**src/sv/ckm_pkg.sv**
```systemverilog
// ----------------------------------------------------------------------------
// ckm_pkg
// Shared types, codes and sizes of the connection keepalive monitor.
// ----------------------------------------------------------------------------
`default_nettype none

package ckm_pkg;

    // Table size and tick result cap
    localparam int CONNECTIONS = 32;
    localparam int MAX_RESULTS = 32;
    localparam int SLOT_W      = (CONNECTIONS > 1) ? $clog2(CONNECTIONS) : 1;
    localparam int CNT_W       = $clog2(MAX_RESULTS + 1);

    // Field widths
    localparam int FUNC_W   = 3;
    localparam int CONN_W   = 5;
    localparam int TIME_W   = 32;
    localparam int SEQ_W    = 63;
    localparam int ACTION_W = 3;
    localparam int IVAL_W   = 16;
    localparam int CFG_IDX_W = 2;

    // Command queue between front and back
    localparam int QUEUE_DEPTH = 2;

    // Input function codes
    localparam logic [FUNC_W-1:0] FUNC_ADD       = 3'd0;
    localparam logic [FUNC_W-1:0] FUNC_DELETE    = 3'd1;
    localparam logic [FUNC_W-1:0] FUNC_TICK      = 3'd2;
    localparam logic [FUNC_W-1:0] FUNC_MSG_COUNT = 3'd3;
    localparam logic [FUNC_W-1:0] FUNC_MSG_PLAIN = 3'd4;

    // Result action codes
    localparam logic [ACTION_W-1:0] ACT_NONE = 3'd0;
    localparam logic [ACTION_W-1:0] ACT_PING = 3'd1;
    localparam logic [ACTION_W-1:0] ACT_DROP = 3'd2;
    localparam logic [ACTION_W-1:0] ACT_PASS = 3'd3;
    localparam logic [ACTION_W-1:0] ACT_DUP  = 3'd4;

    // Configuration register indexes
    localparam logic [CFG_IDX_W-1:0] CFG_PING_INTERVAL  = 2'd0;
    localparam logic [CFG_IDX_W-1:0] CFG_LOSS_INTERVAL  = 2'd1;
    localparam logic [CFG_IDX_W-1:0] CFG_START_SEQUENCE = 2'd2;

    // Configuration reset values
    localparam logic [IVAL_W-1:0] PING_INTERVAL_RST = 16'd30;
    localparam logic [IVAL_W-1:0] LOSS_INTERVAL_RST = 16'd60;
    localparam logic [SEQ_W-1:0]  START_SEQ_RST     = '0;

    // Classified command kinds
    typedef enum logic [2:0] {
        CMD_NOP,
        CMD_ADD,
        CMD_DELETE,
        CMD_TICK,
        CMD_MSG
    } cmd_kind_t;

    // One classified command as it travels through the queue
    typedef struct packed {
        cmd_kind_t          kind;
        logic               counted;
        logic [CONN_W-1:0]  conn;
        logic [TIME_W-1:0]  now;
        logic [SEQ_W-1:0]   seq;
    } cmd_t;

    // Queue status seen by front and back
    typedef struct packed {
        logic full;
        logic empty;
    } queue_status_t;

endpackage

`default_nettype wire

```
**src/sv/ckm_ram.sv**
```systemverilog
// ----------------------------------------------------------------------------
// ckm_ram
// Generic single-write, single-read RAM with registered read data.
// ----------------------------------------------------------------------------
`default_nettype none

module ckm_ram #(
    parameter int WIDTH = 32,
    parameter int DEPTH = 32
) (
    input  wire logic                                      clk,
    input  wire logic                                      wr_en,
    input  wire logic [((DEPTH > 1) ? $clog2(DEPTH) : 1)-1:0] wr_addr,
    input  wire logic [WIDTH-1:0]                          wr_data,
    input  wire logic [((DEPTH > 1) ? $clog2(DEPTH) : 1)-1:0] rd_addr,
    output logic      [WIDTH-1:0]                          rd_data
);

    logic [WIDTH-1:0] mem_reg [DEPTH];

    // Write port and registered read port
    always_ff @(posedge clk)
    begin
        if (wr_en)
        begin
            mem_reg[wr_addr] <= wr_data;
        end
        rd_data <= mem_reg[rd_addr];
    end

endmodule

`default_nettype wire

```
**src/sv/ckm_queue.sv**
```systemverilog
// ----------------------------------------------------------------------------
// ckm_queue
// Short command queue that decouples the classifier from the executor.
// ----------------------------------------------------------------------------
`default_nettype none

module ckm_queue (
    input  wire logic                    clk,
    input  wire logic                    rst_n,
    input  wire logic                    push,
    input  wire ckm_pkg::cmd_t           push_cmd,
    input  wire logic                    pop,
    output ckm_pkg::cmd_t                head_cmd,
    output ckm_pkg::queue_status_t       status
);
    import ckm_pkg::*;

    localparam int PTR_W = (QUEUE_DEPTH > 1) ? $clog2(QUEUE_DEPTH) : 1;
    localparam int CNT_QW = $clog2(QUEUE_DEPTH + 1);

    cmd_t              entry_reg [QUEUE_DEPTH];
    logic [PTR_W-1:0]  wr_ptr_reg;
    logic [PTR_W-1:0]  rd_ptr_reg;
    logic [CNT_QW-1:0] count_reg;
    logic              do_push;
    logic              do_pop;

    assign status.full  = (count_reg == CNT_QW'(QUEUE_DEPTH));
    assign status.empty = (count_reg == '0);
    assign do_push      = push && !status.full;
    assign do_pop       = pop && !status.empty;
    assign head_cmd     = entry_reg[rd_ptr_reg];

    // Advance pointers and fill count
    always_ff @(posedge clk or negedge rst_n)
    begin
        if (!rst_n)
        begin
            wr_ptr_reg <= '0;
            rd_ptr_reg <= '0;
            count_reg  <= '0;
        end
        else
        begin
            if (do_push)
            begin
                wr_ptr_reg <= (wr_ptr_reg == PTR_W'(QUEUE_DEPTH - 1)) ? '0
                                                                      : wr_ptr_reg + 1'b1;
            end
            if (do_pop)
            begin
                rd_ptr_reg <= (rd_ptr_reg == PTR_W'(QUEUE_DEPTH - 1)) ? '0
                                                                      : rd_ptr_reg + 1'b1;
            end
            if (do_push && !do_pop)
            begin
                count_reg <= count_reg + 1'b1;
            end
            else if (do_pop && !do_push)
            begin
                count_reg <= count_reg - 1'b1;
            end
        end
    end

    // Hold queued commands
    always_ff @(posedge clk)
    begin
        if (do_push)
        begin
            entry_reg[wr_ptr_reg] <= push_cmd;
        end
    end

endmodule

`default_nettype wire

```
**src/sv/ckm_front.sv**
```systemverilog
// ----------------------------------------------------------------------------
// ckm_front
// Accepts input transactions and classifies them into queue commands.
// ----------------------------------------------------------------------------
`default_nettype none

module ckm_front (
    input  wire logic                   s_axis_tvalid,
    output logic                        s_axis_tready,
    input  wire logic [103:0]           s_axis_tdata,
    input  wire logic [2:0]             s_axis_tuser,
    input  wire ckm_pkg::queue_status_t queue_status,
    output logic                        push,
    output ckm_pkg::cmd_t               push_cmd
);
    import ckm_pkg::*;

    logic [FUNC_W-1:0] func;
    logic [CONN_W-1:0] conn;
    logic              conn_valid;

    assign func = s_axis_tuser[FUNC_W-1:0];
    assign conn = s_axis_tdata[CONN_W-1:0];
    assign conn_valid = (int'(conn) < CONNECTIONS);

    // Take a transaction whenever the queue has room
    assign s_axis_tready = !queue_status.full;
    assign push          = s_axis_tvalid && !queue_status.full;

    // Classify the function code; a tick ignores the slot
    always_comb
    begin
        push_cmd.conn    = conn;
        push_cmd.now     = s_axis_tdata[CONN_W +: TIME_W];
        push_cmd.seq     = s_axis_tdata[CONN_W + TIME_W +: SEQ_W];
        push_cmd.counted = (func == FUNC_MSG_COUNT);
        push_cmd.kind    = CMD_NOP;
        unique case (func)
            FUNC_TICK:      push_cmd.kind = CMD_TICK;
            FUNC_ADD:       push_cmd.kind = conn_valid ? CMD_ADD : CMD_NOP;
            FUNC_DELETE:    push_cmd.kind = conn_valid ? CMD_DELETE : CMD_NOP;
            FUNC_MSG_COUNT,
            FUNC_MSG_PLAIN: push_cmd.kind = conn_valid ? CMD_MSG : CMD_NOP;
            default:        push_cmd.kind = CMD_NOP;
        endcase
    end

endmodule

`default_nettype wire

```
**src/sv/ckm_back.sv**
```systemverilog
// ----------------------------------------------------------------------------
// ckm_back
// Executes queued commands against the connection table and drives results.
// ----------------------------------------------------------------------------
`default_nettype none

module ckm_back (
    input  wire logic                                  clk,
    input  wire logic                                  rst_n,
    input  wire ckm_pkg::cmd_t                         head_cmd,
    input  wire ckm_pkg::queue_status_t                queue_status,
    output logic                                       pop,
    input  wire logic                                  cfg_wr_en,
    input  wire logic [ckm_pkg::CFG_IDX_W-1:0]         cfg_index,
    input  wire logic [ckm_pkg::SEQ_W-1:0]             cfg_wdata,
    output logic                                       ram_we,
    output logic [ckm_pkg::SLOT_W-1:0]                 ram_waddr,
    output logic [ckm_pkg::TIME_W-1:0]                 ram_wdata,
    output logic [ckm_pkg::SLOT_W-1:0]                 ram_raddr,
    input  wire logic [ckm_pkg::TIME_W-1:0]            ram_rdata,
    output logic                                       m_axis_tvalid,
    input  wire logic                                  m_axis_tready,
    output logic [7:0]                                 m_axis_tdata, // slot
    output logic [2:0]                                 m_axis_tuser, // action
    output logic                                       m_axis_tlast
);
    import ckm_pkg::*;

    typedef enum logic [1:0] {
        S_IDLE,
        S_READ,
        S_EVAL,
        S_DONE
    } state_t;

    state_t               state_reg,      state_next;
    logic [CONNECTIONS-1:0] tracked_reg,  tracked_next;
    logic [CONNECTIONS-1:0] pinged_reg,   pinged_next;
    logic [SEQ_W-1:0]     last_seq_reg,   last_seq_next;
    logic [IVAL_W-1:0]    ping_ival_reg,  ping_ival_next;
    logic [IVAL_W-1:0]    loss_ival_reg,  loss_ival_next;
    logic [SLOT_W-1:0]    idx_reg,        idx_next;
    logic [CNT_W-1:0]     cnt_reg,        cnt_next;
    logic [TIME_W-1:0]    now_reg,        now_next;
    logic                 pend_valid_reg, pend_valid_next;
    logic [ACTION_W-1:0]  pend_action_reg, pend_action_next;
    logic [CONN_W-1:0]    pend_slot_reg,  pend_slot_next;
    logic                 out_valid_reg,  out_valid_next;
    logic [ACTION_W-1:0]  out_action_reg, out_action_next;
    logic [CONN_W-1:0]    out_slot_reg,   out_slot_next;
    logic                 out_last_reg,   out_last_next;

    logic                 out_free;
    logic [SLOT_W-1:0]    head_idx;
    logic                 last_idx;
    logic [TIME_W-1:0]    elapsed;
    logic                 hit_drop;
    logic                 hit_ping;
    logic                 hit;

    assign out_free  = !out_valid_reg || m_axis_tready;
    assign head_idx  = SLOT_W'(head_cmd.conn);
    assign last_idx  = (idx_reg == SLOT_W'(CONNECTIONS - 1));
    assign ram_raddr = idx_reg;

    // Scan compare on the slot just read
    assign elapsed  = now_reg - ram_rdata;
    assign hit_drop = pinged_reg[idx_reg] && (elapsed >= {16'b0, loss_ival_reg});
    assign hit_ping = !pinged_reg[idx_reg] && (elapsed >= {16'b0, ping_ival_reg});
    assign hit      = hit_drop || hit_ping;

    // Next-state logic
    always_comb
    begin
        state_next       = state_reg;
        tracked_next     = tracked_reg;
        pinged_next      = pinged_reg;
        last_seq_next    = last_seq_reg;
        ping_ival_next   = ping_ival_reg;
        loss_ival_next   = loss_ival_reg;
        idx_next         = idx_reg;
        cnt_next         = cnt_reg;
        now_next         = now_reg;
        pend_valid_next  = pend_valid_reg;
        pend_action_next = pend_action_reg;
        pend_slot_next   = pend_slot_reg;
        out_valid_next   = out_valid_reg && !m_axis_tready;
        out_action_next  = out_action_reg;
        out_slot_next    = out_slot_reg;
        out_last_next    = out_last_reg;
        pop              = 1'b0;
        ram_we           = 1'b0;
        ram_waddr        = idx_reg;
        ram_wdata        = now_reg;

        unique case (state_reg)
            S_IDLE:
            begin
                if (!queue_status.empty && out_free)
                begin
                    pop = 1'b1;
                    out_slot_next = head_cmd.conn;
                    out_last_next = 1'b1;
                    out_action_next = ACT_NONE;
                    out_valid_next = (head_cmd.kind != CMD_TICK);
                    unique case (head_cmd.kind)
                        CMD_ADD:
                        begin
                            tracked_next[head_idx] = 1'b1;
                            pinged_next[head_idx]  = 1'b0;
                            ram_we    = 1'b1;
                            ram_waddr = head_idx;
                            ram_wdata = head_cmd.now;
                        end
                        CMD_DELETE:
                        begin
                            tracked_next[head_idx] = 1'b0;
                            pinged_next[head_idx]  = 1'b0;
                        end
                        CMD_MSG:
                        begin
                            if (head_cmd.counted && (head_cmd.seq <= last_seq_reg))
                            begin
                                out_action_next = ACT_DUP;
                            end
                            else
                            begin
                                out_action_next = ACT_PASS;
                                if (head_cmd.counted)
                                begin
                                    last_seq_next = head_cmd.seq;
                                end
                                if (tracked_reg[head_idx])
                                begin
                                    pinged_next[head_idx] = 1'b0;
                                    ram_we    = 1'b1;
                                    ram_waddr = head_idx;
                                    ram_wdata = head_cmd.now;
                                end
                            end
                        end
                        CMD_TICK:
                        begin
                            now_next        = head_cmd.now;
                            idx_next        = '0;
                            cnt_next        = '0;
                            pend_valid_next = 1'b0;
                            state_next      = S_READ;
                        end
                        default:
                        begin
                            out_action_next = ACT_NONE;
                        end
                    endcase
                end
            end

            // Skip untracked slots, otherwise fetch the slot time
            S_READ:
            begin
                if (tracked_reg[idx_reg])
                begin
                    state_next = S_EVAL;
                end
                else if (last_idx)
                begin
                    state_next = S_DONE;
                end
                else
                begin
                    idx_next = idx_reg + 1'b1;
                end
            end

            // Judge the slot; hold if an earlier result cannot leave
            S_EVAL:
            begin
                if (!(hit && pend_valid_reg && !out_free))
                begin
                    if (hit)
                    begin
                        if (pend_valid_reg)
                        begin
                            out_valid_next  = 1'b1;
                            out_action_next = pend_action_reg;
                            out_slot_next   = pend_slot_reg;
                            out_last_next   = 1'b0;
                        end
                        pend_valid_next  = 1'b1;
                        pend_action_next = hit_drop ? ACT_DROP : ACT_PING;
                        pend_slot_next   = CONN_W'(idx_reg);
                        cnt_next         = cnt_reg + 1'b1;
                        if (hit_drop)
                        begin
                            tracked_next[idx_reg] = 1'b0;
                            pinged_next[idx_reg]  = 1'b0;
                        end
                        else
                        begin
                            pinged_next[idx_reg] = 1'b1;
                            ram_we = 1'b1;
                        end
                    end
                    if (last_idx || (hit && (cnt_reg == CNT_W'(MAX_RESULTS - 1))))
                    begin
                        state_next = S_DONE;
                    end
                    else
                    begin
                        idx_next   = idx_reg + 1'b1;
                        state_next = S_READ;
                    end
                end
            end

            // Release the final tick result
            S_DONE:
            begin
                if (out_free)
                begin
                    out_valid_next  = 1'b1;
                    out_action_next = pend_valid_reg ? pend_action_reg : ACT_NONE;
                    out_slot_next   = pend_valid_reg ? pend_slot_reg : '0;
                    out_last_next   = 1'b1;
                    pend_valid_next = 1'b0;
                    state_next      = S_IDLE;
                end
            end

            default:
            begin
                state_next = S_IDLE;
            end
        endcase

        // Configuration writes; to be made only while idle, which the block itself does not enforce
        if (cfg_wr_en)
        begin
            unique case (cfg_index)
                CFG_PING_INTERVAL:  ping_ival_next = cfg_wdata[IVAL_W-1:0];
                CFG_LOSS_INTERVAL:  loss_ival_next = cfg_wdata[IVAL_W-1:0];
                CFG_START_SEQUENCE: last_seq_next  = cfg_wdata;
                default:            ;
            endcase
        end
    end

    // Hold state and registered outputs
    always_ff @(posedge clk or negedge rst_n)
    begin
        if (!rst_n)
        begin
            state_reg      <= S_IDLE;
            tracked_reg    <= '0;
            pinged_reg     <= '0;
            last_seq_reg   <= START_SEQ_RST;
            ping_ival_reg  <= PING_INTERVAL_RST;
            loss_ival_reg  <= LOSS_INTERVAL_RST;
            pend_valid_reg <= 1'b0;
            out_valid_reg  <= 1'b0;
        end
        else
        begin
            state_reg      <= state_next;
            tracked_reg    <= tracked_next;
            pinged_reg     <= pinged_next;
            last_seq_reg   <= last_seq_next;
            ping_ival_reg  <= ping_ival_next;
            loss_ival_reg  <= loss_ival_next;
            pend_valid_reg <= pend_valid_next;
            out_valid_reg  <= out_valid_next;
        end
    end

    // Payload registers
    always_ff @(posedge clk)
    begin
        idx_reg         <= idx_next;
        cnt_reg         <= cnt_next;
        now_reg         <= now_next;
        pend_action_reg <= pend_action_next;
        pend_slot_reg   <= pend_slot_next;
        out_action_reg  <= out_action_next;
        out_slot_reg    <= out_slot_next;
        out_last_reg    <= out_last_next;
    end

    assign m_axis_tvalid = out_valid_reg;
    assign m_axis_tdata  = {3'b000, out_slot_reg};
    assign m_axis_tuser  = out_action_reg;
    assign m_axis_tlast  = out_last_reg;

endmodule

`default_nettype wire

```
**src/sv/connection_keepalive_monitor.sv**
```systemverilog
// ----------------------------------------------------------------------------
// connection_keepalive_monitor
// Timing: an accepted input transaction waits in the command queue until the
// executor pops it and registers its result. Add, delete and message each run
// in the idle state as popped. Tick: each slot passes the read state and a tracked
// one then the evaluate state, after the registered read of the slot time memory,
// then the done state; one result per pinged or dropped slot, or a single empty
// result when none is. Reset: tracked and ping marks clear at once, no clearing
// pass; slot times stay undefined until written.
// ----------------------------------------------------------------------------
`default_nettype none

module connection_keepalive_monitor (
    input  wire logic                              clk,
    input  wire logic                              rst_n,
    input  wire logic                              s_axis_tvalid,
    output logic                                   s_axis_tready,
    input  wire logic [103:0]                      s_axis_tdata, // conn, now_seconds, sequence_req
    input  wire logic [2:0]                        s_axis_tuser, // func
    output logic                                   m_axis_tvalid,
    input  wire logic                              m_axis_tready,
    output logic [7:0]                             m_axis_tdata, // slot
    output logic [2:0]                             m_axis_tuser, // action
    output logic                                   m_axis_tlast, // last_of_run
    input  wire logic                              cfg_wr_en,
    input  wire logic [ckm_pkg::CFG_IDX_W-1:0]     cfg_index,
    input  wire logic [ckm_pkg::SEQ_W-1:0]         cfg_wdata
);
    import ckm_pkg::*;

    cmd_t              push_cmd;
    cmd_t              head_cmd;
    queue_status_t     queue_status;
    logic              push;
    logic              pop;
    logic              ram_we;
    logic [SLOT_W-1:0] ram_waddr;
    logic [TIME_W-1:0] ram_wdata;
    logic [SLOT_W-1:0] ram_raddr;
    logic [TIME_W-1:0] ram_rdata;

    // Classify incoming transactions
    ckm_front u_front (
        .s_axis_tvalid (s_axis_tvalid),
        .s_axis_tready (s_axis_tready),
        .s_axis_tdata  (s_axis_tdata),
        .s_axis_tuser  (s_axis_tuser),
        .queue_status  (queue_status),
        .push          (push),
        .push_cmd      (push_cmd)
    );

    // Decouple front and back
    ckm_queue u_queue (
        .clk      (clk),
        .rst_n    (rst_n),
        .push     (push),
        .push_cmd (push_cmd),
        .pop      (pop),
        .head_cmd (head_cmd),
        .status   (queue_status)
    );

    // Slot last-activity times
    ckm_ram #(
        .WIDTH (TIME_W),
        .DEPTH (CONNECTIONS)
    ) u_time_ram (
        .clk     (clk),
        .wr_en   (ram_we),
        .wr_addr (ram_waddr),
        .wr_data (ram_wdata),
        .rd_addr (ram_raddr),
        .rd_data (ram_rdata)
    );

    // Execute commands and drive results
    ckm_back u_back (
        .clk           (clk),
        .rst_n         (rst_n),
        .head_cmd      (head_cmd),
        .queue_status  (queue_status),
        .pop           (pop),
        .cfg_wr_en     (cfg_wr_en),
        .cfg_index     (cfg_index),
        .cfg_wdata     (cfg_wdata),
        .ram_we        (ram_we),
        .ram_waddr     (ram_waddr),
        .ram_wdata     (ram_wdata),
        .ram_raddr     (ram_raddr),
        .ram_rdata     (ram_rdata),
        .m_axis_tvalid (m_axis_tvalid),
        .m_axis_tready (m_axis_tready),
        .m_axis_tdata  (m_axis_tdata),
        .m_axis_tuser  (m_axis_tuser),
        .m_axis_tlast  (m_axis_tlast)
    );

endmodule

`default_nettype wire

```
**config.mk**
```make
export PLATFORM = sky130hd
export DESIGN_NAME = connection_keepalive_monitor
export DESIGN_NICKNAME = d
export VERILOG_FILES = /design/src/sv/ckm_pkg.sv /design/src/sv/ckm_ram.sv /design/src/sv/ckm_queue.sv /design/src/sv/ckm_front.sv /design/src/sv/ckm_back.sv /design/src/sv/connection_keepalive_monitor.sv
export SDC_FILE = /design/constraint.sdc
export NUM_CORES = 2
export LEC_CHECK = 0
export ABC_AREA = 1
export BUFFER_PORTS_ARGS = -buffer_cell sky130_fd_sc_hd__buf_2
export CAP_MARGIN = 30
export CORE_MARGIN = 4
export CORE_UTILIZATION = 60
export DETAILED_ROUTE_END_ITERATION = 6
export PLACE_DENSITY = 0.82
export SETUP_SLACK_MARGIN = 0.05
export SKIP_LAST_GASP = 1
export SLEW_MARGIN = 30
export SYNTH_ARGS = -nofsm -noshare
export SYNTH_HDL_FRONTEND = slang
export SYNTH_HIERARCHICAL = 1
export SYNTH_SLANG_ARGS = --single-unit
```
**constraint.sdc**
```tcl
create_clock -name clk -period 16.1 [get_ports clk]
set_input_delay 2.415 -clock clk [delete_from_list [all_inputs] [get_ports clk]]
set_output_delay 2.415 -clock clk [all_outputs]
set_load 0.05 [all_outputs]
```
Word level (Yosys, flattened, before mapping)
Memories as Yosys holds them, arrays and structs flattened. A register that Yosys moved wholly into a read port is not among the register bits. Cells that the tools add are included.

Bits in read-only memories: 0. Input port bits: 177. Memory bits (writable): 1232. Memories kept: 2. Bits in latches: 0. Register bits after elaboration: 227. Output and inout port bits: 14.

Reduce and logical (&&, ||, !) cells: 47. Div/mod/pow operators: 0. Bitwise gates (word level): 9. Shift operators: 0. Add/subtract/negate cells: 7. Multiply operators: 0. Eq/ne operators: 32. Muxes and demuxes: 115. $lt $le $gt $ge: 7.

Memories: u_time_ram.mem_reg (words 32, width 32, read ports 1, clocked after Yosys merged registers in 1, wr ports 1, RTL line ckm_ram.sv:19) `logic [WIDTH-1:0] mem_reg [DEPTH];`; u_queue.entry_reg (words 2, width 104, read ports 1, clocked after Yosys merged registers in 0, wr ports 1, RTL line ckm_queue.sv:21) `cmd_t entry_reg [QUEUE_DEPTH];`.

Operators with widths (count): two-way mux 32 bit (14); two-way mux 63 bit (7); case mux 32 bit (2 select lines) (5); AND 32 bit (4); two-way mux 5 bit (16); >= comparator 32 x 16 -> 1 bit (2); inverter 32 bit (2); bitwise OR 32 bit (2); less-or-equal comparator 63 bit (1); two-way mux 1 bit (34); subtractor 32 bit (1); case mux 5 bit (3 select lines) (2); two-way mux 3 bit (8); two-way mux 6 bit (4); two-way mux 2 bit (10); AND reduction 6 bit (3); binary-select mux 1 bit (select 5 bit) (3); logical AND 1 bit (15); AND reduction 7 bit (2); equality test 3 x 2 -> 1 bit, second input constant (4); less-than comparator 5 x 6 -> 1 bit, second input constant (2); case mux 3 bit (4 select lines) (1); case mux 6 bit (2 select lines) (1); demux 1 bit (select 5 bit) (2); other kinds (33) (72).

Depth between registers and ports, before layout
An unclocked memory read counts as a cell.

Depth in word-level cells: 12. Gate-level depth with buffers: 29. Depth with buffers taken out: 27.

By module
The synthesis kept the hierarchy.

By module, submodules not included: ckm_ram (area an instance 42405.7 µm², seq. area each 31390.1 µm², instances 1, cells an instance 3536); ckm_back (area an instance 18233.7 µm², seq. area each 5860.6 µm², instances 1, cells an instance 2792); ckm_queue (area an instance 7811.2 µm², seq. area each 6346.1 µm², instances 1, cells an instance 575); ckm_front (area an instance 803.3 µm², seq. area each 0.0 µm², instances 1, cells an instance 113).

Worst setup path before layout
No wires, ideal clock.

Path type: input -> register. Start point: in s_axis_tvalid. End point: mem u_queue/entry_reg[1][0] (netlist name), enable pin. Data required time: 15.532 ns. Setup slack: 8.545 ns. Cell stages on the path: 4. Arrival time: 6.987 ns. Path buffers: 0. Cells stage by stage: inv_1 nor2_1 o21ai_0 nor2_1.

Longest elaborated chain between the ends: 4.

Ends and longest elaborated chain: from (decl) (RTL line connection_keepalive_monitor.sv:16) `input wire logic s_axis_tvalid,`; logical AND 1 bit (RTL line ckm_front.sv:28) `assign push = s_axis_tvalid && !queue_status.full;`; net push (RTL line connection_keepalive_monitor.sv:34) `logic push;`; logical AND 1 bit (RTL line ckm_queue.sv:30) `assign do_push = push && !status.full;`; two-way mux 1 bit (RTL line ckm_queue.sv:69) `if (do_push)`; two-way mux 1 bit (not written as such) (RTL line ckm_queue.sv:71) `entry_reg[wr_ptr_reg] <= push_cmd;`; to (decl) (RTL line ckm_queue.sv:21).

The timed path passes the listed nets, and every way through them passes these cells.

==> results.md <==
- Worst skew pair latency: a little under 0.8 ns
- Synth Register Bits: 1,490
- Most frequent cell after synthesis: nand2_1
- Mean Syn Cell Area: 9.87 um2
- CP max-delay cell: nor2_4
- Power per Cell Area: about 190 nW/um2
- Netlist cell types: 55
- Yosys top cell by area: edfxtp_1
- Vias per cell: between 5 and 6
- Status: complete, no violations
- TritonCTS clock tree: yes
- Final period utilization: 0.498
- Max-Cap Viols: 0
- RSZ-0062 raised after global routing: false
- Max Clock Freq: roughly 120 MHz
- Max rail drop VDD: 0.000182 V
- Setup TNS: 0 ns
- Top-area cell type share of the netlist area: 0.560
- CTS clk-pin slew, worst paths: approximately 0.060 ns
- Tmin final: 8.01 ns
- Multi-input logic area: 20,800 um2
- Post-Syn Area: 69,300 um2
- Clk buf depth: 3
- FF-to-FF setup slack: 8.09 ns
- Kind of critical path: reg -> reg
- Pwr Total: 14.5 mW
- Fin nets: 7,301
- Slew headroom: 0.254
- Die Width: approximately 350 um
- Starting Density: 0.605
- Layout cells sized above 1: 0.0808
- Share of synthesized registers carrying an async set or reset: 0.112
- Vert. Die Dim: 348 um
- Cts repair resizes: 0
- Vias in the first global route: 49,200
- Via Count: approximately 50,000
- Drt total wl: 175 mm
- Wire per inst: approximately 20 um
- Initial antenna violation count: 21
- Post-CTS setup buffers: 0
- Post-synth EDFFs: 1,291
- CTS sink count: 1,490
- Critical path buffers and inverters: 7
- Most used cell along the critical path: nand2_1
- Worst EP required: 16.52 ns
- Design area: 75,300 um2
- Final Util: 0.658
- Worst setup SP type: register
- Worst slack, placed: 8.47 ns
- Num rows: between 100 and 150
- Slack of the critical path: ~8.1 ns
- Global-route wire length before repair: ~270 mm
- Commonest cells in the netlist: nand2_1 (2,560), edfxtp_1 (1,291), nand3_1 (881)
- Crit-path max FO: 64
- Total GRT Usage: 0.283
- Data arrival, critical path: 8.43 ns
- Worst-Margin Slew: 1.12 ns
- CP peak stage delay: 0.94 ns
- Max reg flops: about 1,000
- Detailed-route DRC error count: 0
- Hold buffers post-CTS: 0
- GP Congestion: 0.935
- Syn. warnings: 6
- Post-DP HPWL: 101 mm
- Register area: 43,600 um2
- Final setup skew: 0.0365 ns
- Final setup vio count: 0
- Main area contributors after synthesis: edfxtp_1 (56%), nand2_1 (14%), nand3_1 (6.4%), dfrtp_1 (5.7%), inv_1 (3.1%)
- CTS buffer count: 149
- Syn Inst Count: 7,016
- Register area share after synthesis: 0.630
- Core area: roughly 110,000 um2
- Crit. End Element: register
- Port bufs: 183
- CP Cell Sequence: inv_4, buf_4, nand2_1, nand2_1, ha_1, nand2_1, nor4_1, nand2_1, nor4_1, nand4_1, nand2_1, nand2_1, nand2_1, buf_4, inv_1, buf_4, nor2_1, o21ai_0, nand2_1, nand2_1, inv_1, nand3_1, nor2_4, buf_4
- Pleak: 31.2 nW
- Area grow syn2layout: 8.78%
- Top_reg_cell synth: edfxtp_1
- Cell family with most CP delay: simple AND/OR/NAND/NOR gates
- GR Overflow Total: 0
- Antenna viol nets, final: 0
- Hold WC Path Type: reg -> reg
- Fin. Hold Viols: 0
- Initial DRT Pass Iterations: 6
- Area after DPL: 70,300 um2
- Root buffer cell: clkbuf_16
- Total die area: roughly 120,000 um2
- Largest net degree at the start of global routing: 243
- Slew Viols, Final: 0
- H-tree depth: 4
- Initial drt markers: 6,710
- # IOs: 191
- Fill cell count: slightly above 8,000
==> path summary, 6_finish.rpt <==
kind                                     from                        to  cells past startpoint
setup / recovery           u_queue/rd_ptr_reg  u_time_ram/mem_reg[9][7]                     24
hold / removal                       register                  register                      2
setup reg to reg           u_queue/rd_ptr_reg  u_time_ram/mem_reg[9][7]                     24
hold reg to reg                      register                  register                      2
max in group asynchronous               rst_n   u_back/ping_ival_reg[0]                      3
min in group asynchronous               rst_n                 async pin                      1
==> metrics by stage <==
| step | hold slack, ns | std cells |
|---|---|---|
| CTS | 0.469 | 8613 |
| finish | 0.473 | 8635 |
| floorplan | 0.437 | 7018 |
| global route | 0.494 | 8630 |
| detailed placement | 0.456 | 8343 |
| global placement | 0.449 | 8331 |
==> layer usage <==
| metal | wire, um | global-route usage | part of all wire |
|---|---|---|---|
| met5 | 54 | 0 | 0.00031 |
| met3 | 18400 | 0.0546 | 0.11 |
| met1 | 64500 | 0.364 | 0.37 |
| met2 | 84300 | 0.468 | 0.48 |
| met4 | 7850 | 0.137 | 0.045 |
==> report_power, final <==
group	leakage [nW]	internal (mW)	switching (mW)
registers	14.0	4.97	0.189
logic	14.8	1.55	4.34
clock network	2.38	2.01	1.45
==> kinds of logic after synthesis <==
group,count (synthesis),synth area share
and+or+nand+nor,3802,0.227
DFF,1490,0.630
buffers and inverters,1041,0.0747
AOI/OAI and AO/OA,526,0.0414
adders and majority gates,139,0.0252
xor gates and xnor gates,17,0.00215
other,1,0.0000541
==> worst min-delay path: stages (launching register included) <==
cell and delay, ns:
dfrtp_1 0.34, nand2_1 0.05, nand2_1 0.05
==> cell type report <==
type                            instances  area share
Sequential cell                      1490       0.579
Tap cell                             1512      0.0251
Clock inverter                         70      0.0109
Antenna cell                           19    0.000631
Inverter                              594      0.0300
Clock buffer                          200      0.0542
Multi-Input combinational cell       4487       0.277
Timing Repair Buffer                  263      0.0238
==> placed cells by master, fill, tap and decap left out, types with 8 or more instances in the layout <==
master     synthesis  routed
nor2_1           249     214
clkinv_1           2      26
nand2_2            3      27
nor2_4             2      37
o21ai_0          276     276
nand4_1           63      63
a21oi_1           95      95
dfrtp_1          159     158
buf_4            138      58
clkbuf_8           0       8
o21ai_1           23      23
nand3_1          881     881
nand2_1         2560    2536
diode_2            0      19
o22ai_1           84      84
clkbuf_1          92      39
inv_1            580     578
xor2_1            13      13
nor3_1            17      15
dfxtp_1           32      32
buf_16             0       9
bufinv_16          0      13
clkbuf_16          0     153
inv_2              9       8
a22oi_1           10      10
dfstp_2            8       8
clkinv_2           0      16
o31ai_1            9       9
edfxtp_1        1291    1291
buf_2            116     182
ha_1             138     137
(Power assumes the default switching activity.)
